[src/hw/rtl/ssrs_pkg.sv]
// Shared constants, command type and helpers for the suffixient set run scanner.
// No dependencies; every other file of the block imports this package.
package ssrs_pkg;

    // Alphabet of dense symbol codes; code 0 is the separator.
    localparam int ALPHABET      = 32;
    localparam int ALPH_IDX_BITS = $clog2(ALPHABET);

    // Fixed field widths of the channels.
    localparam int SYM_BITS = 5;
    localparam int LCP_BITS = 48;
    localparam int SA_BITS  = 48;

    // Width of stored and emitted positions; arithmetic wraps at this width.
    localparam int POS_BITS = 48;

    // Candidate lengths are kept as length plus one, so that minus one is code zero.
    localparam int LEN_BITS = LCP_BITS + 1;
    localparam logic [LEN_BITS-1:0] LCP_INF = {1'b1, {LCP_BITS{1'b0}}};
    localparam logic [LEN_BITS-1:0] LEN_NONE = '0;

    // Configuration port.
    localparam int CFG_IDX_BITS  = 2;
    localparam int CFG_DATA_BITS = 48;
    localparam logic [CFG_IDX_BITS-1:0] CFG_TEXT_LEN  = 2'd0;
    localparam logic [CFG_IDX_BITS-1:0] CFG_MINUS_ONE = 2'd1;
    localparam logic [SA_BITS-1:0] TEXT_LEN_RESET = SA_BITS'(1);

    // Command queue between the front and the back.
    localparam int QDEPTH    = 2;
    localparam int QPTR_BITS = $clog2(QDEPTH);
    localparam int QCNT_BITS = $clog2(QDEPTH + 1);

    typedef logic [ALPHABET-1:0] sym_vec_t;

    // One classified run, as the back carries it out.
    typedef struct packed {
        logic                change;
        logic                fin;
        logic [SYM_BITS-1:0] prev_sym;
        logic [SYM_BITS-1:0] cur_sym;
        logic [LEN_BITS-1:0] top_code;
        logic [LEN_BITS-1:0] bound_code;
        logic [POS_BITS-1:0] pos_prev;
        logic [POS_BITS-1:0] pos_cur;
    } cmd_t;

    function automatic logic [LEN_BITS-1:0] min_len(
        input logic [LEN_BITS-1:0] a,
        input logic [LEN_BITS-1:0] b
    );
        return (a < b) ? a : b;
    endfunction

endpackage

[src/hw/rtl/ssrs_cmd_queue.sv]
// Short command queue between the front classifier and the back executor.
// Depends on ssrs_pkg for cmd_t and the queue depth.
module ssrs_cmd_queue (
    input  logic           clk,
    input  logic           rst_n,
    input  logic           push,
    input  ssrs_pkg::cmd_t push_cmd,
    output logic           full,
    input  logic           pop,
    output ssrs_pkg::cmd_t head,
    output logic           empty
);
    import ssrs_pkg::*;

    cmd_t                 slot_reg [QDEPTH];
    logic [QPTR_BITS-1:0] wr_ptr_reg;
    logic [QPTR_BITS-1:0] wr_ptr_next;
    logic [QPTR_BITS-1:0] rd_ptr_reg;
    logic [QPTR_BITS-1:0] rd_ptr_next;
    logic [QCNT_BITS-1:0] count_reg;
    logic [QCNT_BITS-1:0] count_next;
    logic                 do_push;
    logic                 do_pop;

    assign full    = (count_reg == QCNT_BITS'(QDEPTH));
    assign empty   = (count_reg == '0);
    assign head    = slot_reg[rd_ptr_reg];
    assign do_push = push && !full;
    assign do_pop  = pop && !empty;

    always_comb
    begin
        wr_ptr_next = wr_ptr_reg;
        rd_ptr_next = rd_ptr_reg;
        count_next  = count_reg;
        if (do_push)
        begin
            wr_ptr_next = (wr_ptr_reg == QPTR_BITS'(QDEPTH - 1)) ? '0
                                                                : wr_ptr_reg + 1'b1;
        end
        if (do_pop)
        begin
            rd_ptr_next = (rd_ptr_reg == QPTR_BITS'(QDEPTH - 1)) ? '0
                                                                : rd_ptr_reg + 1'b1;
        end
        if (do_push && !do_pop)
        begin
            count_next = count_reg + 1'b1;
        end
        else if (do_pop && !do_push)
        begin
            count_next = count_reg - 1'b1;
        end
    end

    always_ff @(posedge clk or negedge rst_n)
    begin
        if (!rst_n)
        begin
            wr_ptr_reg <= '0;
            rd_ptr_reg <= '0;
            count_reg  <= '0;
        end
        else
        begin
            wr_ptr_reg <= wr_ptr_next;
            rd_ptr_reg <= rd_ptr_next;
            count_reg  <= count_next;
        end
    end

    always_ff @(posedge clk)
    begin
        if (do_push)
        begin
            slot_reg[wr_ptr_reg] <= push_cmd;
        end
    end

endmodule

[config.mk]
export PLATFORM = sky130hd
export DESIGN_NAME = ssrs_cmd_queue
export DESIGN_NICKNAME = d
export VERILOG_FILES = /design/src/hw/rtl/ssrs_pkg.sv /design/src/hw/rtl/ssrs_cmd_queue.sv
export SDC_FILE = /design/constraint.sdc
export NUM_CORES = 1
export LEC_CHECK = 0
export BUFFER_PORTS_ARGS = -buffer_cell sky130_fd_sc_hd__buf_2
export CAP_MARGIN = 20
export CORE_MARGIN = 4
export CORE_UTILIZATION = 40
export DETAILED_ROUTE_END_ITERATION = 10
export GPL_TIMING_DRIVEN = 0
export SETUP_SLACK_MARGIN = 0.2
export SKIP_LAST_GASP = 1
export SYNTH_ARGS = -nofsm -noshare
export SYNTH_HDL_FRONTEND = slang
export SYNTH_SLANG_ARGS = --single-unit
[constraint.sdc]
create_clock -name clk -period 32.3 [get_ports clk]
set_clock_uncertainty 0.15 [all_clocks]
set_input_delay 3.23 -clock clk [delete_from_list [all_inputs] [get_ports clk]]
set_output_delay 3.23 -clock clk [all_outputs]
set_load 0.1 [all_outputs]
# --- Yosys cells after proc, flatten, opt, wreduce, memory -nomap -nowiden ---
# Memories as Yosys holds them, arrays and structs flattened.
# Index checks and enable logic that the tools add are counted.
word_totals:
  reg_bits: 4
  ramBits: 412
  wordCells: 25
  mem_count: 1
op_classes:
  addsub: 4
  eq_ne: 1
  n_mux: 6
  n_reduce_logical: 10
memory_table:
  columns: ["memory", "words", "word_bits", "read_ports", "rd_clocked_by_memory_dff", "wr", "line_no", "text"]
  rows:
  - ["slot_reg", 2, 206, 1, 0, 1, "ssrs_cmd_queue.sv:15", "cmd_t slot_reg [QDEPTH];"]
op_table:
  columns: ["operator", "count"]
  rows:
  - ["$logic_and A1 B1 Y1", 4]
  - ["$logic_not A1 Y1", 4]
  - ["$mux W1", 4]
  - ["$mux W2", 2]
  - ["$add A1 B1 Y1 const B", 2]
  - ["$add A2 B1 Y2 const B", 1]
  - ["$eq A2 B2 Y1 const B", 1]
  - ["$logic_not A2 Y1", 1]
  - ["$reduce_bool A2 Y1", 1]
  - ["$sub A2 B1 Y2 const B", 1]

# --- Depth between registers and ports, before layout ---
# Gate-level depths: netlist of run 1.
logic_depth:
  word_depth: 7
  depth_mapped: 7

# --- Worst setup path before layout of run 1 ---
# Ideal clock, no wire load.
synth_path:
  path_type: "input to register"
  from: "input push"
  to: "memory slot_reg[0][0] (netlist name), enable pin"
  setup_time_ns: 0.775
  t_arrival_ns: 11.858
  t_required_ns: 31.375
  slack_ns: 19.516
  stages: 2
  path_buffers: 0
  cell_sequence: "nand2_1 -> nor2_1"
synth_via:
  elab_chain_cells: 3
synth_rtl:
  columns: ["element", "line_no", "text"]
  rows:
  - ["start: declaration", "ssrs_cmd_queue.sv:6", "input logic push,"]
  - ["$logic_and A1 B1 Y1", "ssrs_cmd_queue.sv:28", "assign do_push = push && !full;"]
  - ["$mux W1", "ssrs_cmd_queue.sv:74", "if (do_push)"]
  - ["$mux W1 (not written as such)", "ssrs_cmd_queue.sv:76", "slot_reg[wr_ptr_reg] <= push_cmd;"]
  - ["end: declaration", "ssrs_cmd_queue.sv:15", null]
# Every way passes these cells.

==> results.toml, run 1 <==
[detailed_routing]
wire_per_inst_um = 19.3
drt-pass1-iter-count = 4
ant_nets = 0
routed_wl_mm = 32.6
vias = 7745
avgViaCountPerCell = 4.59
drc_errors = 0
drtIter0Drc = 341

[synthesis]
synth_nets = 871
postSynthCellCount = 660
ys_async_sr_fraction = 0.00962
synth_edf_count = 412
yosysTopAreaCellShare = 0.794
synth_area_per_cell_um2 = 23.6
synthTopCellsByCount = "edfxtp_1, mux2_4, mux2_2, buf_6, buf_2"
yosysMostFrequentCell = "edfxtp_1"
yosysSeqAreaShare = 0.800
yosys-top-cells-area = "edfxtp_1, mux2_4, mux2_2"
mappedNetlistArea_um2 = 15600
ys_ff_latch = 416
ys_types = 15
yosysWarnings = 0
netlist.top_cell.by_area = "edfxtp_1"
ys.flop_type = "edfxtp_1"

[clock_tree]
post-cts-setup-buffer-count = 0
numCtsBuffers = 44
cts.reportedPaths.clkPinSlew_ns = 0.06
cts-resized-gates = 0
ctsHtreeMaxLevel = 2
numClockSinks = 416
clockBufferDepth = 3
cts_tree = "done"
clockRootBuffer = "clkbuf_16"
hold_buffers = 0
insertion_delay_ns = 0.55

[floorplanning]
dieArea_um2 = 42200
initial_core_util = 0.404
fp.dieW_um = 205
core_area_um2 = 38600
rows = 72
pin_count = 418
die_h_um = 205

[timing]
tns_ns = 0
slew_viol_final = 0
rsz0062_at_grt = "false"
min_period_ns = 5.52
slew_headroom = 0.387
tightest_slew_ns = 0.917
fmax_ghz = 0.181
period_share = 0.171
setup_viol = 0
hold_viol_final = 0

[setup_path]
crit_arrival_ns = 2.14
crit_buf_inv = 4
crit_path_end_kind = "output pin"
start_kind = "register"
critical_path_class = "register to output pin"
crit_required_ns = 28.92
crit_fanout = 10
critical_path.top_delay_family = "buffers and inverters"
crit_path_top_delay_cell = "buf_2"
slowest_delay_ns = 0.46
path_cells = "buf_6 > buf_6 > buf_6 > mux2_4 > buf_2"
crit_top_cell = "buf_6"

[grt]
overflow = 0
antenna_found_initial = 7
first_global_vias = 7951
grt_use_total = 0.147
grt_max_degree = 60
grt_pass1_wl_mm = 47.1

[final_layout]
fin_cells = 1689
utilization = 0.517
drive_gt1_frac = 0.619
area_growth_pct = 27.9
final_nets = 1346
largest_register_ffs = 412
regArea_um2 = 12500
n_fill_cell = 3236
multi_input_area_um2 = 2910

[job]
maxCapViolations = 0

[placed_design]
dp_hpwl_mm = 23.3
place.gp.congestion = 0.718
dpl.cell_count = 1607
port_buffers = 417

[run_status]
outcome = "completed"

[min_path]
worst_hold_path_type = "register to register"
-- final timing paths --
path	start	end	slack, ns	cells past startpoint
worst max register to register	count_reg[0]	slot_reg[0][170]	29.52	7
max in group asynchronous	rst_n	count_reg[1]	29.54	1
min in group asynchronous	rst_n	count_reg[0]	2.33	1
worst min-delay path	count_reg[1]	count_reg[1]	0.38	1
worst min register to register	count_reg[1]	count_reg[1]	0.38	1
worst max-delay path	rd_ptr_reg	head[131]	26.78	5
-- metal layers --
| layer | wire length (um) | vias up | global-route usage |
|---|---|---|---|
| met3 | 3000 | 50 | 0.0561 |
| met4 | 711 | 10 | 0.0505 |
| met5 | 64 | - | 0 |
| li1 | - | 3596 | - |
| met2 | 16700 | 251 | 0.253 |
| met1 | 12100 | 3838 | 0.171 |
-- cell usage in the layout (no fill, tap or decap) --
cell        instances
buf_2             424
edfxtp_1          412
mux2_4            130
mux2_2             76
clkbuf_16          45
buf_6              16
clkinv_2           12
clkinv_1           11
buf_12              7
clkbuf_1            5
buf_16              5
dfrtp_1             4
xnor2_1             3
inv_6               3
diode_2             2
inv_1               2
nor2_1              2
xor2_1              2
clkinvlp_4          2
nand2b_1            1
nand2_1             1
o21ai_0             1
and3_4              1
nor2_4              1
ha_1                1
bufinv_16           1
clkinv_4            1
-- stage by stage --
step                area (um^2)  worst slack, ns  hold WS (ns)
detailed placement        18600            26.75         0.371
floorplan                 15600            19.52         0.311
global route              19900            26.63         0.411
global placement          18300            13.87         0.325
CTS                       19900            26.67         0.385
finish                    19900            26.78         0.384
-- kinds of logic after synthesis --
group | Yosys count | share of synthesized area
buffers and inverters | 25 | 0.0143
muxes | 206 | 0.180
and+or+nand+nor | 6 | 0.00177
AOI/OAI and AO/OA | 1 | 0.000321
xor gates and xnor gates | 5 | 0.00281
DFF | 416 | 0.800
adders and majority gates | 1 | 0.000802
-- final cells by class --
class	count	share of cell area
plain buffers	23	0.0108
inverters	2	0.000376
well taps	518	0.0325
clock inverters	30	0.00909
multi-input cells	219	0.146
repair buffers	429	0.119
flip-flops and latches	416	0.625
diodes	2	0.000251
clock buffers	50	0.0574
Power of run 1 is left out: the tool's default activity adds up to more than one toggle a clock period on the data nets, which glitch-free logic cannot reach.
==> inputs of run 2 (changes only) <==
Settings changed: PLACE_DENSITY from default to 0.66.
Clock period 32.3 ns to 4.6 ns, I/O delays scaled along.
==> run 2 against run 1 <==
Effect of this change: die area unchanged; sequential cell count unchanged; global-route usage increased by 1.8 points; sequential share of layout area decreased by 6.0 points; register-to-register slack got worse by 27 ns; non-clock buffer count increased by 206; setup slack got worse by 25 ns; design area increased by 11%; critical path depth unchanged; first-iteration DRC count increased by 0.29%; critical endpoint is now head[68]; highest routed layer unchanged; hold slack got worse by 0.26 ns.
==> results.toml, run 2 (synthesis gave the netlist of run 1 again) <==
[run_status]
outcome = "completed"

[placed_design]
dp_hpwl_mm = 23.4
port_buffers = 417
placed_area_um2 = 18600
place.gp.congestion = 0.707

[timing]
slew_headroom = 0.402
fmax_ghz = 0.362
whs_ns = 0.120
setup_viol = 0
rsz0062_at_grt = "false"
period_share = 0.600
tightest_slew_ns = 0.897
slew_viol_final = 0
hold_viol_final = 0
min_period_ns = 2.76

[grt]
overflow = 0
grt_max_degree = 61
grt_use_total = 0.166
first_global_vias = 9497
grt_pass1_wl_mm = 53.5
antenna_found_initial = 3

[final_layout]
final_nets = 1552
utilization = 0.573
final_cell_mix = "buf_2, edfxtp_1, dlygate4sd3_1, mux2_4, mux2_2"
final_common_cell = "buf_2"
largest_register_ffs = 412
final_area_um2 = 22100
drive_gt1_frac = 0.527
area_growth_pct = 41.6

[detailed_routing]
avgViaCountPerCell = 4.59
wire_per_inst_um = 19.1
vias = 8698
ant_nets = 0
drtIter0Drc = 342
routed_wl_mm = 36.1
drc_errors = 0
drt-pass1-iter-count = 4

[setup_path]
critical_path_class = "register to output pin"
crit_arrival_ns = 2.15
start_kind = "register"
crit_fanout = 10
crit_path_end_kind = "output pin"
crit_required_ns = 3.99

[floorplanning]
rows = 72
fp.dieW_um = 205
dieArea_um2 = 42200
initial_core_util = 0.404
pin_count = 418
die_h_um = 205
core_area_um2 = 38600

[clock_tree]
numCtsBuffers = 44
cts.reportedPaths.clkPinSlew_ns = 0.05
numClockSinks = 416
insertion_delay_ns = 0.54
clockBufferDepth = 3
ctsHtreeMaxLevel = 2
cts_tree = "done"
cts-resized-gates = 0
clockRootBuffer = "clkbuf_16"

[min_path]
worst_hold_path_type = "input port to asynchronous set/reset pin"

[job]
maxCapViolations = 0
[run 2: cell types whose count changed in the layout (fill, tap and decap cells not counted), sizes merged]
cell	before	now
clkinvlp	2	4
clkbuf	50	49
dlygate4sd3	0	207
buf	452	451
clkinv	24	20
inv	5	3
bufinv	1	5
[run 2: layer usage]
layer	routed length, um	GRT usage	part of all wire	vias up
met5	7	0	0.00019	-
li1	-	-	-	4000
met1	13700	0.191	0.38	4301
met3	3010	0.0528	0.083	69
met2	18400	0.289	0.51	326
met4	1010	0.0648	0.028	2
[run 2: area by class of cell]
class                   count  area (um^2)
inverters                   2         7.51
repair buffers            635         4410
plain buffers              23          215
flip-flops and latches    416        12500
clock inverters            30          277
fillers                  2941        16500
multi-input cells         219         2910
clock buffers              49         1140
well taps                 518          648
diodes                      2         5.00
[run 2: what timing repair did]
item / in CTS / in global routing
endpoints found under the hold margin: 416 / 0
hold buffers: 207 / 0
setup endpoints to repair: 0 / 0
setup buffers: 0 / 0
[run 2: worst max-delay path: stages (launching register included)]
cell,delay (ns)
dfrtp_1,0.33
buf_6,0.15
buf_6,0.23
buf_6,0.24
mux2_4,0.17
buf_2,0.45
[run 2: path summary, 6_finish.rpt]
path                              startpoint          endpoint  slack, ns  cells past startpoint
worst min register to register  count_reg[1]      count_reg[1]       0.38                      1
min in group clk                         pop        rd_ptr_reg       0.14                      3
max in group asynchronous              rst_n        wr_ptr_reg       4.06                      2
worst max-delay path              rd_ptr_reg          head[68]       1.84                      5
worst min-delay path                   rst_n      count_reg[0]       0.12                      2
worst max register to register  count_reg[0]  slot_reg[1][145]       2.05                      4
[run 2: metrics by stage]
stage / setup TNS [ns] / instances / setup slack [ns]
after detailed placement: 0 / 1606 / 1.99
final: 0 / 1894 / 1.84
after floorplan: 0 / 660 / 0.294
after CTS: 0 / 1892 / 1.74
after global routing: 0 / 1894 / 1.71
after global placement: -471.35 / 1595 / -1.67
Power of run 2 is left out for the same reason.
==> inputs of run 3 (changes only) <==
Settings changed: PLACE_DENSITY 0.66 to default.
Clock period 4.6 ns to 2.85 ns, I/O delays scaled along.
==> run 3 against run 2 <==
Effect of this change: wire length decreased by 4.1%; sequential share of layout area decreased by 0.083 points; critical path depth unchanged; non-clock buffer count increased by 2; setup slack got worse by 1.5 ns; design area increased by 0.15%; die area unchanged; sequential cell count unchanged; register-to-register slack got worse by 1.7 ns; via count decreased by 1.6%; core utilization increased by 0.084 points.
==> results.toml, run 3 (synthesis gave the netlist of run 1 again) <==
[grt]
overflow = 0
antenna_found_initial = 5
grt_use_total = 0.158
grt_max_degree = 63
first_global_vias = 9159
grt_pass1_wl_mm = 51.5

[floorplanning]
pin_count = 418
initial_core_util = 0.404
rows = 72
core_area_um2 = 38600
fp.dieW_um = 205
die_h_um = 205
dieArea_um2 = 42200

[final_layout]
utilization = 0.574
final_cell_mix = "buf_2, edfxtp_1, dlygate4sd3_1, mux2_4, mux2_2"
final_area_um2 = 22100
regArea_um2 = 12500
final_nets = 1554
n_fill_cell = 2994
largest_register_ffs = 412
drive_gt1_frac = 0.527
area_growth_pct = 41.9
multi_input_area_um2 = 2920
final_common_cell = "buf_2"

[clock_tree]
insertion_delay_ns = 0.55
clockBufferDepth = 3
numClockSinks = 416
clockRootBuffer = "clkbuf_16"
cts.reportedPaths.clkPinSlew_ns = 0.06
numCtsBuffers = 44
ctsHtreeMaxLevel = 2
cts_tree = "done"

[detailed_routing]
vias = 8561
avgViaCountPerCell = 4.51
drc_errors = 0
routed_wl_mm = 34.6
drtIter0Drc = 328
ant_nets = 0
wire_per_inst_um = 18.3
drt-pass1-iter-count = 6

[timing]
slew_headroom = 0.610
tns_ns = 0
min_period_ns = 2.54
fmax_ghz = 0.393
tightest_slew_ns = 0.586
hold_viol_final = 0
slew_viol_final = 0
rsz0062_at_grt = "false"
period_share = 0.893
setup_viol = 0

[setup_path]
startpoint = "rd_ptr_reg"
crit_top_cell = "buf_6"
r2r-start = "count_reg[0]"
crit_required_ns = 2.41
slowest_delay_ns = 0.34
crit_path_top_delay_cell = "mux2_4"
crit_fanout = 10
critical_path.top_delay_family = "buffers and inverters"
start_kind = "register"
crit_buf_inv = 4
path_cells = "buf_6 > buf_6 > buf_6 > mux2_4 > clkbuf_4"
crit_path_end_kind = "output pin"
critical_path_class = "register to output pin"
crit_arrival_ns = 2.11

[run_status]
outcome = "completed"

[min_path]
min-delay-start = "push_cmd[1]"
worst_hold_path_type = "input port to register"

[placed_design]
placed_area_um2 = 18600
port_buffers = 417
place.gp.congestion = 0.735
dp_hpwl_mm = 23.0

[job]
maxCapViolations = 0
## run 3: metrics by stage
stage,hold slack [ns],cells,setup slack (ns)
finish,0.295,1897,0.306
global route,0.293,1896,0.201
CTS,0.257,1893,0.205
detailed placement,-0.0543,1605,0.304
global placement,-0.0545,1595,-3.29
floorplan,-0.161,660,-1.38
## run 3: path summary, 6_finish.rpt
| kind | to | slack [ns] | cells past startpoint |
|---|---|---|---|
| worst min register to register | count_reg[0] | 0.41 | 1 |
| worst min-delay path | slot_reg[1][1] | 0.29 | 2 |
| worst max-delay path | head[113] | 0.31 | 5 |
| max in group asynchronous | rd_ptr_reg | 1.88 | 3 |
| worst max register to register | slot_reg[0][115] | 0.37 | 7 |
| min in group asynchronous | count_reg[1] | 0.49 | 3 |
## run 3: per-layer routing
layer / GRT usage / routed length (um) / part of all wire / up-vias
met5: 0 / 13 / 0.00038 / -
met4: 0.0569 / 914 / 0.026 / 2
met3: 0.0534 / 2860 / 0.082 / 60
met2: 0.264 / 17200 / 0.50 / 306
met1: 0.191 / 13700 / 0.40 / 4182
li1: - / - / - / 4011
## run 3: layout make-up
cell class,count,share of cell area
diodes,4,0.000453
plain buffers,23,0.00973
clock buffers,50,0.0518
clock inverters,28,0.0122
inverters,2,0.000339
multi-input cells,219,0.132
flip-flops and latches,416,0.564
well taps,518,0.0293
repair buffers,637,0.200
## run 3: repair_timing
item	in CTS	in global routing
endpoints found under the setup margin	0	25
hold buffers	210	0
endpoints found under the hold margin	418	0
gates resized for setup	0	5
setup buffers	0	0
Power of run 3 is left out for the same reason.
