`src/hw/rtl/ssrs_pkg.sv`:
```
// Shared constants, command type and helpers for the suffixient set run scanner.
// No dependencies; every other file of the block imports this package.
package ssrs_pkg;

    // Alphabet of dense symbol codes; code 0 is the separator.
    localparam int ALPHABET      = 32;
    localparam int ALPH_IDX_BITS = $clog2(ALPHABET);

    // Fixed field widths of the channels.
    localparam int SYM_BITS = 5;
    localparam int LCP_BITS = 48;
    localparam int SA_BITS  = 48;

    // Width of stored and emitted positions; arithmetic wraps at this width.
    localparam int POS_BITS = 48;

    // Candidate lengths are kept as length plus one, so that minus one is code zero.
    localparam int LEN_BITS = LCP_BITS + 1;
    localparam logic [LEN_BITS-1:0] LCP_INF = {1'b1, {LCP_BITS{1'b0}}};
    localparam logic [LEN_BITS-1:0] LEN_NONE = '0;

    // Configuration port.
    localparam int CFG_IDX_BITS  = 2;
    localparam int CFG_DATA_BITS = 48;
    localparam logic [CFG_IDX_BITS-1:0] CFG_TEXT_LEN  = 2'd0;
    localparam logic [CFG_IDX_BITS-1:0] CFG_MINUS_ONE = 2'd1;
    localparam logic [SA_BITS-1:0] TEXT_LEN_RESET = SA_BITS'(1);

    // Command queue between the front and the back.
    localparam int QDEPTH    = 2;
    localparam int QPTR_BITS = $clog2(QDEPTH);
    localparam int QCNT_BITS = $clog2(QDEPTH + 1);

    typedef logic [ALPHABET-1:0] sym_vec_t;

    // One classified run, as the back carries it out.
    typedef struct packed {
        logic                change;
        logic                fin;
        logic [SYM_BITS-1:0] prev_sym;
        logic [SYM_BITS-1:0] cur_sym;
        logic [LEN_BITS-1:0] top_code;
        logic [LEN_BITS-1:0] bound_code;
        logic [POS_BITS-1:0] pos_prev;
        logic [POS_BITS-1:0] pos_cur;
    } cmd_t;

    function automatic logic [LEN_BITS-1:0] min_len(
        input logic [LEN_BITS-1:0] a,
        input logic [LEN_BITS-1:0] b
    );
        return (a < b) ? a : b;
    endfunction

endpackage

```
`src/hw/rtl/ssrs_run_if.sv`:
```
// Input channel of the run scanner: one BWT run per transfer.
// Depends on ssrs_pkg for the field widths.
interface ssrs_run_if;
    import ssrs_pkg::*;

    logic                valid;
    logic                ready;
    logic [SYM_BITS-1:0] symbol;
    logic [LCP_BITS-1:0] top_lcp;
    logic [LCP_BITS-1:0] interior_min;
    logic                single_row;
    logic [SA_BITS-1:0]  sa_first;
    logic [SA_BITS-1:0]  sa_last;
    logic                final_run;

    modport source (
        output valid, symbol, top_lcp, interior_min, single_row, sa_first, sa_last,
               final_run,
        input  ready
    );

    modport sink (
        input  valid, symbol, top_lcp, interior_min, single_row, sa_first, sa_last,
               final_run,
        output ready
    );

endinterface

```
`src/hw/rtl/ssrs_front.sv`:
```
// Front of the run scanner: accepts runs, tracks the run boundary minimum and
// classifies each run into a command for the back. Depends on ssrs_pkg.
module ssrs_front (
    input  logic                         clk,
    input  logic                         rst_n,
    ssrs_run_if.sink                     run,
    input  logic [ssrs_pkg::SA_BITS-1:0] text_len,
    input  logic                         q_full,
    output logic                         q_push,
    output ssrs_pkg::cmd_t               q_cmd
);
    import ssrs_pkg::*;

    logic                seen_reg;
    logic                seen_next;
    logic [SYM_BITS-1:0] prev_sym_reg;
    logic [SYM_BITS-1:0] prev_sym_next;
    logic [SA_BITS-1:0]  prev_sa_reg;
    logic [SA_BITS-1:0]  prev_sa_next;
    logic [LEN_BITS-1:0] prev_imin_reg;
    logic [LEN_BITS-1:0] prev_imin_next;
    logic [LEN_BITS-1:0] run_min_reg;
    logic [LEN_BITS-1:0] run_min_next;

    logic                accept;
    logic [SYM_BITS-1:0] sym;
    logic [LEN_BITS-1:0] top_ext;
    logic [LEN_BITS-1:0] imin;
    logic [LEN_BITS-1:0] mm;
    logic [LEN_BITS-1:0] bound;
    logic                change;
    logic [POS_BITS-1:0] n_pos;

    assign run.ready = !q_full;
    assign accept    = run.valid && run.ready;

    always_comb
    begin
        // Codes outside the alphabet fold onto the separator.
        sym     = (int'(run.symbol) < ALPHABET) ? run.symbol : '0;
        top_ext = {1'b0, run.top_lcp};
        imin    = run.single_row ? LCP_INF : {1'b0, run.interior_min};
        mm      = min_len(run_min_reg, prev_imin_reg);
        bound   = min_len(mm, top_ext);
        change  = seen_reg && (sym != prev_sym_reg);
        n_pos   = POS_BITS'(text_len);

        q_cmd.change     = change;
        q_cmd.fin        = run.final_run;
        q_cmd.prev_sym   = prev_sym_reg;
        q_cmd.cur_sym    = sym;
        q_cmd.top_code   = top_ext + 1'b1;
        q_cmd.bound_code = bound + 1'b1;
        q_cmd.pos_prev   = n_pos - POS_BITS'(prev_sa_reg);
        q_cmd.pos_cur    = n_pos - POS_BITS'(run.sa_first);

        // Non-final runs that continue the same symbol push no command; they only update the front's state.
        q_push = accept && (change || run.final_run);

        seen_next      = seen_reg;
        prev_sym_next  = prev_sym_reg;
        prev_sa_next   = prev_sa_reg;
        prev_imin_next = prev_imin_reg;
        run_min_next   = run_min_reg;
        if (accept)
        begin
            if (run.final_run)
            begin
                seen_next      = 1'b0;
                prev_sym_next  = '0;
                prev_sa_next   = '0;
                prev_imin_next = LCP_INF;
                run_min_next   = LCP_INF;
            end
            else
            begin
                seen_next      = 1'b1;
                prev_sym_next  = sym;
                prev_sa_next   = run.sa_last;
                prev_imin_next = imin;
                run_min_next   = (seen_reg && !change) ? bound : LCP_INF;
            end
        end
    end

    always_ff @(posedge clk or negedge rst_n)
    begin
        if (!rst_n)
        begin
            seen_reg      <= 1'b0;
            prev_sym_reg  <= '0;
            prev_sa_reg   <= '0;
            prev_imin_reg <= LCP_INF;
            run_min_reg   <= LCP_INF;
        end
        else
        begin
            seen_reg      <= seen_next;
            prev_sym_reg  <= prev_sym_next;
            prev_sa_reg   <= prev_sa_next;
            prev_imin_reg <= prev_imin_next;
            run_min_reg   <= run_min_next;
        end
    end

endmodule

```
`src/flat_wrapper.sv`:
```
// flat-port wrapper written by rule: the top's interface ports become plain ports
module ssrs_front_flat import ssrs_pkg::*;
  (clk, rst_n, text_len, q_full, q_push, q_cmd, run_valid, run_symbol, run_top_lcp, run_interior_min, run_single_row, run_sa_first, run_sa_last, run_final_run, run_ready);
  ssrs_run_if run_i ();
  input  logic clk;
  input  logic rst_n;
  input  logic [ssrs_pkg::SA_BITS-1:0] text_len;
  input  logic q_full;
  output logic q_push;
  output ssrs_pkg::cmd_t q_cmd;
  input wire logic [$bits(run_i.valid)-1:0] run_valid;
  input wire logic [$bits(run_i.symbol)-1:0] run_symbol;
  input wire logic [$bits(run_i.top_lcp)-1:0] run_top_lcp;
  input wire logic [$bits(run_i.interior_min)-1:0] run_interior_min;
  input wire logic [$bits(run_i.single_row)-1:0] run_single_row;
  input wire logic [$bits(run_i.sa_first)-1:0] run_sa_first;
  input wire logic [$bits(run_i.sa_last)-1:0] run_sa_last;
  input wire logic [$bits(run_i.final_run)-1:0] run_final_run;
  output wire logic [$bits(run_i.ready)-1:0] run_ready;
  assign run_i.valid = run_valid;
  assign run_i.symbol = run_symbol;
  assign run_i.top_lcp = run_top_lcp;
  assign run_i.interior_min = run_interior_min;
  assign run_i.single_row = run_single_row;
  assign run_i.sa_first = run_sa_first;
  assign run_i.sa_last = run_sa_last;
  assign run_i.final_run = run_final_run;
  assign run_ready = run_i.ready;
  ssrs_front u_core (.clk(clk), .rst_n(rst_n), .run(run_i), .text_len(text_len), .q_full(q_full), .q_push(q_push), .q_cmd(q_cmd));
endmodule
```
`config.mk`:
```
export PLATFORM = sky130hd
export DESIGN_NAME = ssrs_front_flat
export DESIGN_NICKNAME = d
export VERILOG_FILES = /design/src/hw/rtl/ssrs_pkg.sv /design/src/hw/rtl/ssrs_run_if.sv /design/src/hw/rtl/ssrs_front.sv /design/src/flat_wrapper.sv
export SDC_FILE = /design/constraint.sdc
export NUM_CORES = 1
export LEC_CHECK = 0
export ABC_AREA = 1
export BUFFER_PORTS_ARGS = -buffer_cell sky130_fd_sc_hd__buf_4
export CAP_MARGIN = 20
export CORE_MARGIN = 4
export CORE_UTILIZATION = 37
export DETAILED_ROUTE_END_ITERATION = 10
export GPL_ROUTABILITY_DRIVEN = 0
export PLACE_DENSITY = 0.58
export SLEW_MARGIN = 20
export SYNTH_ARGS = -nofsm -noshare
export SYNTH_HDL_FRONTEND = slang
export SYNTH_SLANG_ARGS = --single-unit
```
`constraint.sdc`:
```
create_clock -name clk -period 16.45 [get_ports clk]
set_clock_uncertainty 0.2 [all_clocks]
set_input_delay 1.645 -clock clk [delete_from_list [all_inputs] [get_ports clk]]
set_output_delay 1.645 -clock clk [all_outputs]
set_load 0.1 [all_outputs]
```
[Word-level counts from Yosys, hierarchy flattened]
Index checks and enable logic that the tools add are counted.
Word-level totals
  word-level logic and storage cells: 28
  register bits after elaboration: 152
  output and inout port bits: 208
  bits of input ports: 251
Cells by class
  magnitude comparators: 2
  equality and inequality tests: 1
  mux-type cells: 9
  reduce and logical (&&, ||, !) cells: 7
  $add $sub $neg: 4
Operators by type and width (number)
  $mux W49: 6
  $sub A48 B48 Y48: 2
  $add A48 B1 Y49 const B: 1
  $add A49 B1 Y49 const B: 1
  $lt A49 B48 Y1: 1
  $lt A49 B49 Y1: 1
  $mux W48: 1
  $mux W5: 1
  $ne A5 B5 Y1: 1
  $logic_and A1 B1 Y1: 4
  $logic_not A1 Y1: 2
  $logic_or A1 B1 Y1: 1
  $mux W1: 1

[Depth between registers and ports, before layout]
Gate-level depths: netlist of the first run.
  word-level depth: 6
  depth in mapped cells: 40
  depth with buffers taken out: 38

[Worst setup path after synthesis of the first run]
No wires, ideal clock.
  path kind: register to output
  start: register u_core.prev_imin_reg[48]
  end: output q_cmd[128] (netlist name)
  cell stages (with the launch flop): 35
  data required time: 14605 ps
  arrival time: 7414 ps
  setup slack: 7191 ps
  path through: dfstp_2 -> inv_1 -> ha_1 -> nand2_1 -> inv_2 -> nand2_2 -> nor2_2 -> nand2_2 -> inv_1 -> nand2_1 -> nand2_1 -> nor2_2 -> nand2_4 -> buf_2 -> buf_4 -> buf_2 -> o21ai_0 -> ha_1 -> a21oi_1 -> o21ai_0 -> a21oi_1 -> nor2_1 -> o21ai_0 -> o211ai_2 -> a21oi_2 -> nand2_4 -> o21ai_1 -> inv_1 -> ha_1 -> inv_1 -> nor2_2 -> nand2_1 -> nor2_2 -> nand2_1 -> xor2_1
RTL lines
  start, declared: line ssrs_front.sv:20  | logic [LEN_BITS-1:0] prev_imin_reg;
  start signal, assigned: line ssrs_front.sv:101  | prev_imin_reg <= prev_imin_next;
  end, declared: line flat_wrapper.sv:10  | output ssrs_pkg::cmd_t q_cmd;

==> results of run 1 <==
## per-layer routing
layer  routed length (um)  share of wire [%]  global-route usage, %
met5                   19              0.028                      0
met1                28200                 41                   31.8
met3                 5270                7.6                   5.76
met2                33800                 49                   47.4
met4                 1780                2.6                   7.94
## kinds of logic (layout without fill, tap and decap cells)
group                    Yosys count  after routing  synth area share [%]
XOR/XNOR                         172            172                  8.63
AND/OR/NAND/NOR                 1035           1035                  25.7
adder cells (fa/ha/maj)          193            193                  13.9
other                              0              4                     0
flip-flops                       152            152                  21.8
buffers and inverters            566           1001                  12.8
AO/OA/AOI/OAI                    541            541                  17.1
## Yosys cell counts (6+ instances only)
library cell               number  share of area (%)
sky130_fd_sc_hd__nor2_2        26               0.93
sky130_fd_sc_hd__nor2_1       201                4.3
sky130_fd_sc_hd__inv_1        498                 11
sky130_fd_sc_hd__nand4_1       31                1.1
sky130_fd_sc_hd__nand3_1       86                2.5
sky130_fd_sc_hd__o21ai_0      213                6.1
sky130_fd_sc_hd__o22ai_1       38                1.4
sky130_fd_sc_hd__nor4_1        10               0.36
sky130_fd_sc_hd__o31ai_1        7               0.30
sky130_fd_sc_hd__o221ai_1       7               0.35
sky130_fd_sc_hd__xor2_1       122                6.1
sky130_fd_sc_hd__a31oi_1       32                1.1
sky130_fd_sc_hd__buf_6          6               0.39
sky130_fd_sc_hd__o21a_1        19               0.82
sky130_fd_sc_hd__dfrtp_1      150                 22
sky130_fd_sc_hd__a22o_1         7               0.35
sky130_fd_sc_hd__xnor2_1       50                2.5
sky130_fd_sc_hd__nand2_2       16               0.57
sky130_fd_sc_hd__a21oi_1      192                5.5
sky130_fd_sc_hd__clkbuf_1      31               0.67
sky130_fd_sc_hd__buf_4         12               0.52
sky130_fd_sc_hd__nor3_1        23               0.66
sky130_fd_sc_hd__nand2_1      613                 13
sky130_fd_sc_hd__ha_1         191                 14
sky130_fd_sc_hd__a21o_1         7               0.30
sky130_fd_sc_hd__buf_2         12               0.34
## area by class of cell
| type | count | area, um^2 | share of cell area, % |
|---|---|---|---|
| Antenna cell | 4 | 10.0 | 0.0456 |
| Clock buffer | 17 | 425 | 1.94 |
| Clock inverter | 15 | 135 | 0.615 |
| Inverter | 503 | 1890 | 8.60 |
| Multi-Input combinational cell | 1941 | 11400 | 52.1 |
| Sequential cell | 152 | 3810 | 17.3 |
| Tap cell | 607 | 759 | 3.46 |
| Timing Repair Buffer | 466 | 3500 | 15.9 |
## metrics by stage
stage               setup slack (ns)  cell area, um^2  total power, mW
global route                    6.49            22000             2.46
detailed placement              7.61            21400             1.96
finish                          7.00            22000             2.35
global placement                7.70            21400             1.95
CTS                             7.09            22000             2.36
floorplan                       7.19            17500             1.57
## placed cells by master (no fill, tap or decap), types with 3 or more instances in the layout
cell type | Yosys | final
sky130_fd_sc_hd__a31oi_1 | 32 | 32
sky130_fd_sc_hd__nor4_1 | 10 | 10
sky130_fd_sc_hd__a21oi_1 | 192 | 192
sky130_fd_sc_hd__nand3_2 | 5 | 5
sky130_fd_sc_hd__xor2_1 | 122 | 122
sky130_fd_sc_hd__nand2_2 | 16 | 16
sky130_fd_sc_hd__nor3_4 | 3 | 3
sky130_fd_sc_hd__inv_1 | 498 | 497
sky130_fd_sc_hd__a21o_1 | 7 | 7
sky130_fd_sc_hd__nor2_1 | 201 | 199
sky130_fd_sc_hd__diode_2 | 0 | 4
sky130_fd_sc_hd__inv_8 | 0 | 5
sky130_fd_sc_hd__nor2_2 | 26 | 26
sky130_fd_sc_hd__nand2_1 | 613 | 613
sky130_fd_sc_hd__o21a_1 | 19 | 19
sky130_fd_sc_hd__o31ai_1 | 7 | 7
sky130_fd_sc_hd__buf_4 | 12 | 465
sky130_fd_sc_hd__a22o_1 | 7 | 7
sky130_fd_sc_hd__ha_1 | 191 | 191
sky130_fd_sc_hd__o21ai_0 | 213 | 213
sky130_fd_sc_hd__o221ai_1 | 7 | 7
sky130_fd_sc_hd__xnor2_1 | 50 | 50
sky130_fd_sc_hd__dfrtp_1 | 150 | 150
sky130_fd_sc_hd__nand2_4 | 4 | 4
sky130_fd_sc_hd__clkbuf_16 | 0 | 17
sky130_fd_sc_hd__nand3_1 | 86 | 86
sky130_fd_sc_hd__nor2_4 | 5 | 7
sky130_fd_sc_hd__o22ai_1 | 38 | 38
sky130_fd_sc_hd__inv_2 | 5 | 5
sky130_fd_sc_hd__a211oi_1 | 4 | 4
sky130_fd_sc_hd__nand4_1 | 31 | 31
sky130_fd_sc_hd__nor3_1 | 23 | 23
sky130_fd_sc_hd__inv_6 | 0 | 5
## worst paths after layout
kind / end / slack, ns / cells after the start
max reg2reg: u_core.run_min_reg[47]$_DFFE_PN0P_ / 10.34 / 24
min reg2reg: u_core.prev_imin_reg[48]$_DFFE_PN1P_ / 0.32 / 2
min: u_core.prev_imin_reg[48]$_DFFE_PN1P_ / 0.32 / 2
max in group asynchronous: u_core.prev_sa_reg[46]$_DFFE_PN0P_ / 13.60 / 2
max: q_cmd[126] / 7.00 / 31
min in group asynchronous: u_core.prev_imin_reg[14]$_DFFE_PN0P_ / 1.11 / 1
## power groups by stage
stage	sequential [mW]	clock, mW	combinational (mW)
5_1_grt	0.412	0.418	1.63
6_report	0.410	0.395	1.55
4_1_cts	0.410	0.403	1.55
3_5_place_dp	0.416	0	1.54
2_1_floorplan	0.423	0	1.15
3_3_place_gp	0.416	0	1.54
## worst max-delay path, delay by kind of cell, from the launching register on
kind                       cells  cell delay (ns)
xor gates and xnor gates       1             0.19
and+or+nand+nor               18             3.64
buffers and inverters          7             1.13
AOI/OAI and AO/OA              2             0.61
DFF                            1             0.56
adders and majority gates      3             0.96
==> impl_metrics.py, run 1 <==
metrics = {
    "logic_synthesis": {
        "synthesis.nets": 3103,
        "synth_enable_flop_cells": 0,
        "postSynth.asyncResetShare_pct": 100,
        "synthesis.yosys.warnings": 0,
        "postSynthAreaPerCell_um2": 6.57,
        "synthesis.area_mm2": 0.0175,
        "synth.lib_cells_used.distinct": 56,
        "ys_seq_elements": 152,
        "syn-instance-count": 2659,
        "synth-main-ff-cell": "sky130_fd_sc_hd__dfrtp_1",
        "synth.yosys.seq_area_share_pct": 21.8,
    },
    "clocking": {
        "clkTransAtPathRegs_ns": 0.07,
        "cts_resized": 0,
        "h_tree_lvls": 4,
        "cts_num_sinks": 152,
        "cts_setup_buffers": 0,
        "cts-buffers-inserted": 17,
        "cts_stage_hold_buffer_count": 0,
        "cts_root_buf": "sky130_fd_sc_hd__clkbuf_16",
        "clock_latency_ns": 0.46,
        "tritoncts_clock_tree": "done",
        "ctsLongestPathBuffers": 2,
    },
    "global_route": {
        "first_global_vias": 19300,
        "overflow": 0,
        "globalRouteTotalUtil_pct": 26.4,
        "grt_antenna_before_repair": 6,
        "grt_first_pass_wirelength_mm": 106,
        "maximum_number_of_pins_on_one_net_before_global_route_repair": 98,
    },
    "place": {
        "dp_hpwl_mm": 57.6,
        "numPortBuffers": 458,
        "post-place-cells": 3669,
    },
    "power": {
        "switching_share_pct": 60.3,
        "leakagePower_nw": 11.3,
        "cellPowerDensity_mw_per_mm2": 107,
        "p_switching_mw": 1.42,
        "share_clk_of_total_power_pct": 16.8,
        "worst_ir_drop_vdd_uv": 97.5,
        "p_int_mw": 0.935,
        "pwr-share-seq_pct": 17.4,
        "share_comb_of_total_power_pct": 65.8,
    },
    "detailed_routing": {
        "firstDrtPassIters": 6,
        "avgRoutedWirePerCell_um": 18.6,
        "route.detailed.vias_per_inst": 5.17,
        "drc_errors": 0,
        "detail-route-antenna-nets": 0,
        "routed_wirelength_mm": 69.1,
        "detailroute.via_count": 19200,
        "drt_iter0_markers": 1273,
    },
    "floorplan": {
        "die_footprint_mm2": 0.0507,
        "io_count": 459,
        "floorplan.rows": 79,
        "start_util_pct": 37.5,
        "design.core.area_mm2": 0.0466,
        "die_height_um": 225,
        "die_width_um": 225,
    },
    "sta": {
        "min_hold_slack_ns": 0.324,
        "count_of_final_hold_check_violations": 0,
        "timing.final.max_slew_violations": 0,
        "final-setup-viol-count": 0,
        "worstMarginPinSlew_ns": 1.01,
        "period_needed_ns": 9.45,
        "sum_of_negative_setup_slack_ns": 0,
        "final_worst_path_period_share_pct": 57.4,
        "fmax_mhz": 106,
        "slew-limit-headroom_pct": 31.9,
        "unrepaired_setup_endpoints_after_global_routing": "no",
    },
    "setup_path": {
        "kind_of_critical_path": "flop to output pin",
        "timing.critical_path.slowest_stage_cell": "sky130_fd_sc_hd__nor4_1",
        "worst-path-max-fanout": 97,
        "critical_path.startpoint_type": "flop",
        "r2r-start": "u_core.prev_imin_reg[48]$_DFFE_PN1P_",
        "cpMostUsedCell": "sky130_fd_sc_hd__nand2_1",
        "crit_required_ns": 14.60,
        "crit_start": "u_core.prev_imin_reg[48]$_DFFE_PN1P_",
        "critPathCaptureType": "output pin",
        "timing.critical_path.slowest_cell_delay_ns": 0.78,
        "cp_data_arrival_time_ns": 7.60,
    },
    "layout": {
        "layout.filler_cells": 4856,
        "finish.net_count": 3525,
        "final_layout_size_suffix_gt1_share_pct": 18.8,
        "fin_util_pct": 47.2,
        "finalNonFillerCells": 3705,
        "synthToLayoutAreaGrowth_pct": 25.9,
    },
    "min_path": {
        "hold_crit_path_type": "flop to flop",
        "hold_path_startpoint": "u_core.prev_imin_reg[48]$_DFFE_PN1P_",
    },
    "job": {
        "maxCapViolCount": 0,
    },
    "outcome": {
        "outcome": "completed",
    },
}
Power figures use the tool's default switching activity.
==> run 2, diff against run 1 <==
- clock period: 16.45 -> 9.7 ns (I/O delays scaled with it)
==> impl_metrics.py, run 2 (synthesized netlist as in run 1, its figures left out) <==
metrics = {
    "outcome": {
        "outcome": "completed",
    },
    "power": {
        "pwr-share-seq_pct": 17.1,
        "share_clk_of_total_power_pct": 18.1,
        "p_int_mw": 1.68,
        "worst_ir_drop_vdd_uv": 193,
        "switching_share_pct": 58.5,
        "p_switching_mw": 2.37,
        "leakagePower_nw": 11.4,
        "share_comb_of_total_power_pct": 64.8,
        "report.power.total_mw": 4.05,
        "cellPowerDensity_mw_per_mm2": 184,
    },
    "clocking": {
        "cts-buffers-inserted": 17,
        "cts_stage_hold_buffer_count": 0,
        "h_tree_lvls": 4,
        "tritoncts_clock_tree": "done",
        "clkTransAtPathRegs_ns": 0.07,
        "cts_root_buf": "sky130_fd_sc_hd__clkbuf_16",
        "cts_resized": 0,
        "cts_num_sinks": 152,
        "clock_latency_ns": 0.46,
        "ctsLongestPathBuffers": 2,
        "cts_setup_buffers": 0,
    },
    "floorplan": {
        "design.core.area_mm2": 0.0466,
        "die_height_um": 225,
        "io_count": 459,
        "die_footprint_mm2": 0.0507,
        "floorplan.rows": 79,
        "die_width_um": 225,
        "start_util_pct": 37.5,
    },
    "sta": {
        "period_needed_ns": 8.62,
        "slew-limit-headroom_pct": 33.5,
        "worstMarginPinSlew_ns": 0.996,
        "final-setup-viol-count": 0,
        "count_of_final_hold_check_violations": 0,
        "unrepaired_setup_endpoints_after_global_routing": "no",
        "final_worst_path_period_share_pct": 88.8,
        "sum_of_negative_setup_slack_ns": 0,
        "timing.final.max_slew_violations": 0,
        "fmax_mhz": 116,
    },
    "detailed_routing": {
        "avgRoutedWirePerCell_um": 18.8,
        "detailroute.via_count": 19200,
        "route.detailed.vias_per_inst": 5.17,
        "routed_wirelength_mm": 69.5,
        "detail-route-antenna-nets": 0,
        "drc_errors": 0,
        "firstDrtPassIters": 5,
        "drt_iter0_markers": 1249,
    },
    "setup_path": {
        "worst-path-max-fanout": 97,
        "r2r-start": "u_core.prev_imin_reg[48]$_DFFE_PN1P_",
        "critPathCaptureType": "output pin",
        "kind_of_critical_path": "flop to output pin",
        "timing.critical_path.slowest_stage_cell": "sky130_fd_sc_hd__nand2_4",
        "reg2reg_to": "u_core.run_min_reg[47]$_DFFE_PN0P_",
        "timing.critical_path.slowest_cell_delay_ns": 0.75,
        "cpMostUsedCell": "sky130_fd_sc_hd__nand2_1",
        "r2r_slack_ns": 3.71,
        "rr_worst_depth": 23,
        "critical_path.startpoint_type": "flop",
        "crit_required_ns": 8.53,
        "cp_data_arrival_time_ns": 7.45,
    },
    "place": {
        "place_area_mm2": 0.0214,
        "numPortBuffers": 458,
        "dp_hpwl_mm": 57.9,
    },
    "global_route": {
        "first_global_vias": 19600,
        "maximum_number_of_pins_on_one_net_before_global_route_repair": 98,
        "globalRouteTotalUtil_pct": 26.6,
        "overflow": 0,
        "grt_first_pass_wirelength_mm": 107,
        "grt_antenna_before_repair": 6,
    },
    "layout": {
        "synthToLayoutAreaGrowth_pct": 26.2,
        "layout_common_cells": "sky130_fd_sc_hd__nand2_1, sky130_fd_sc_hd__inv_1, sky130_fd_sc_hd__buf_4, sky130_fd_sc_hd__o21ai_0, sky130_fd_sc_hd__nor2_1",
        "stdcell_area_mm2": 0.0220,
        "mostFrequentLayoutCell": "sky130_fd_sc_hd__nand2_1",
        "finish.net_count": 3526,
        "layout.filler_cells": 4905,
        "final_layout_size_suffix_gt1_share_pct": 18.8,
    },
    "job": {
        "maxCapViolCount": 0,
    },
    "min_path": {
        "worstHoldPathCells": 2,
        "hold_crit_path_type": "flop to flop",
        "hold_path_startpoint": "u_core.prev_imin_reg[48]$_DFFE_PN1P_",
        "min_to": "u_core.prev_imin_reg[48]$_DFFE_PN1P_",
    },
}
## run 2: cell count changes in the layout (fill, tap and decap cells not counted), sizes merged
| cell | previous run | this run |
|---|---|---|
| inv | 513 | 504 |
| bufinv | 0 | 4 |
| clkbuf | 17 | 19 |
| buf | 466 | 467 |
| clkinvlp | 1 | 3 |
## run 2: power groups by stage
stage	clock (mW)	combinational (mW)	sequential (mW)
6_report	0.734	2.63	0.695
3_5_place_dp	0	2.61	0.706
3_3_place_gp	0	2.61	0.705
4_1_cts	0.750	2.62	0.695
5_1_grt	0.772	2.76	0.699
2_1_floorplan	0	1.95	0.717
## run 2: cell type report
class	count	area [um^2]	share of cell area, %
repair buffers	467	3510	15.9
inverters	503	1890	8.58
clock inverters	12	175	0.795
well taps	607	759	3.45
clock buffers	19	443	2.01
diodes	4	10.0	0.0454
multi-input cells	1941	11400	51.9
flip-flops and latches	152	3810	17.3
## run 2: critical path, delay by kind of cell (launching register included)
kind | cells | cell delay (ns)
XOR/XNOR | 1 | 0.20
AO/OA/AOI/OAI | 2 | 0.56
AND/OR/NAND/NOR | 19 | 3.97
adder cells (fa/ha/maj) | 3 | 0.97
buffers and inverters | 5 | 0.71
flip-flops | 1 | 0.55
## run 2: routing by layer
metal,global-route usage (%),share of wire [%],vias to the layer above
met5,0,0.033,-
met4,10.4,3.6,4
met3,5.95,7.3,140
met2,46.7,48,674
met1,31.8,41,8929
li1,-,-,9426
## run 2: worst max path at each step
stage | to | start | cells past startpoint
2_1_floorplan | q_cmd[128] | u_core.prev_imin_reg[48]$_DFFE_PN1P_ | 34
3_3_place_gp | q_cmd[128] | u_core.prev_imin_reg[48]$_DFFE_PN1P_ | 33
5_1_grt | q_cmd[128] | u_core.prev_imin_reg[48]$_DFFE_PN1P_ | 30
3_5_place_dp | q_cmd[128] | u_core.prev_imin_reg[48]$_DFFE_PN1P_ | 30
6_report | q_cmd[128] | u_core.prev_imin_reg[48]$_DFFE_PN1P_ | 30
4_1_cts | q_cmd[128] | u_core.prev_imin_reg[48]$_DFFE_PN1P_ | 30
## run 2: through the flow
step	hold slack [ns]	util, %	instances	setup slack (ns)
3_3_place_gp	0.298	46.0	3670	1.83
5_1_grt	0.343	47.3	3703	0.655
4_1_cts	0.320	47.3	3701	1.25
2_1_floorplan	0.272	-	2659	1.12
3_5_place_dp	0.306	46.0	3670	1.78
6_report	0.318	47.3	3705	1.08
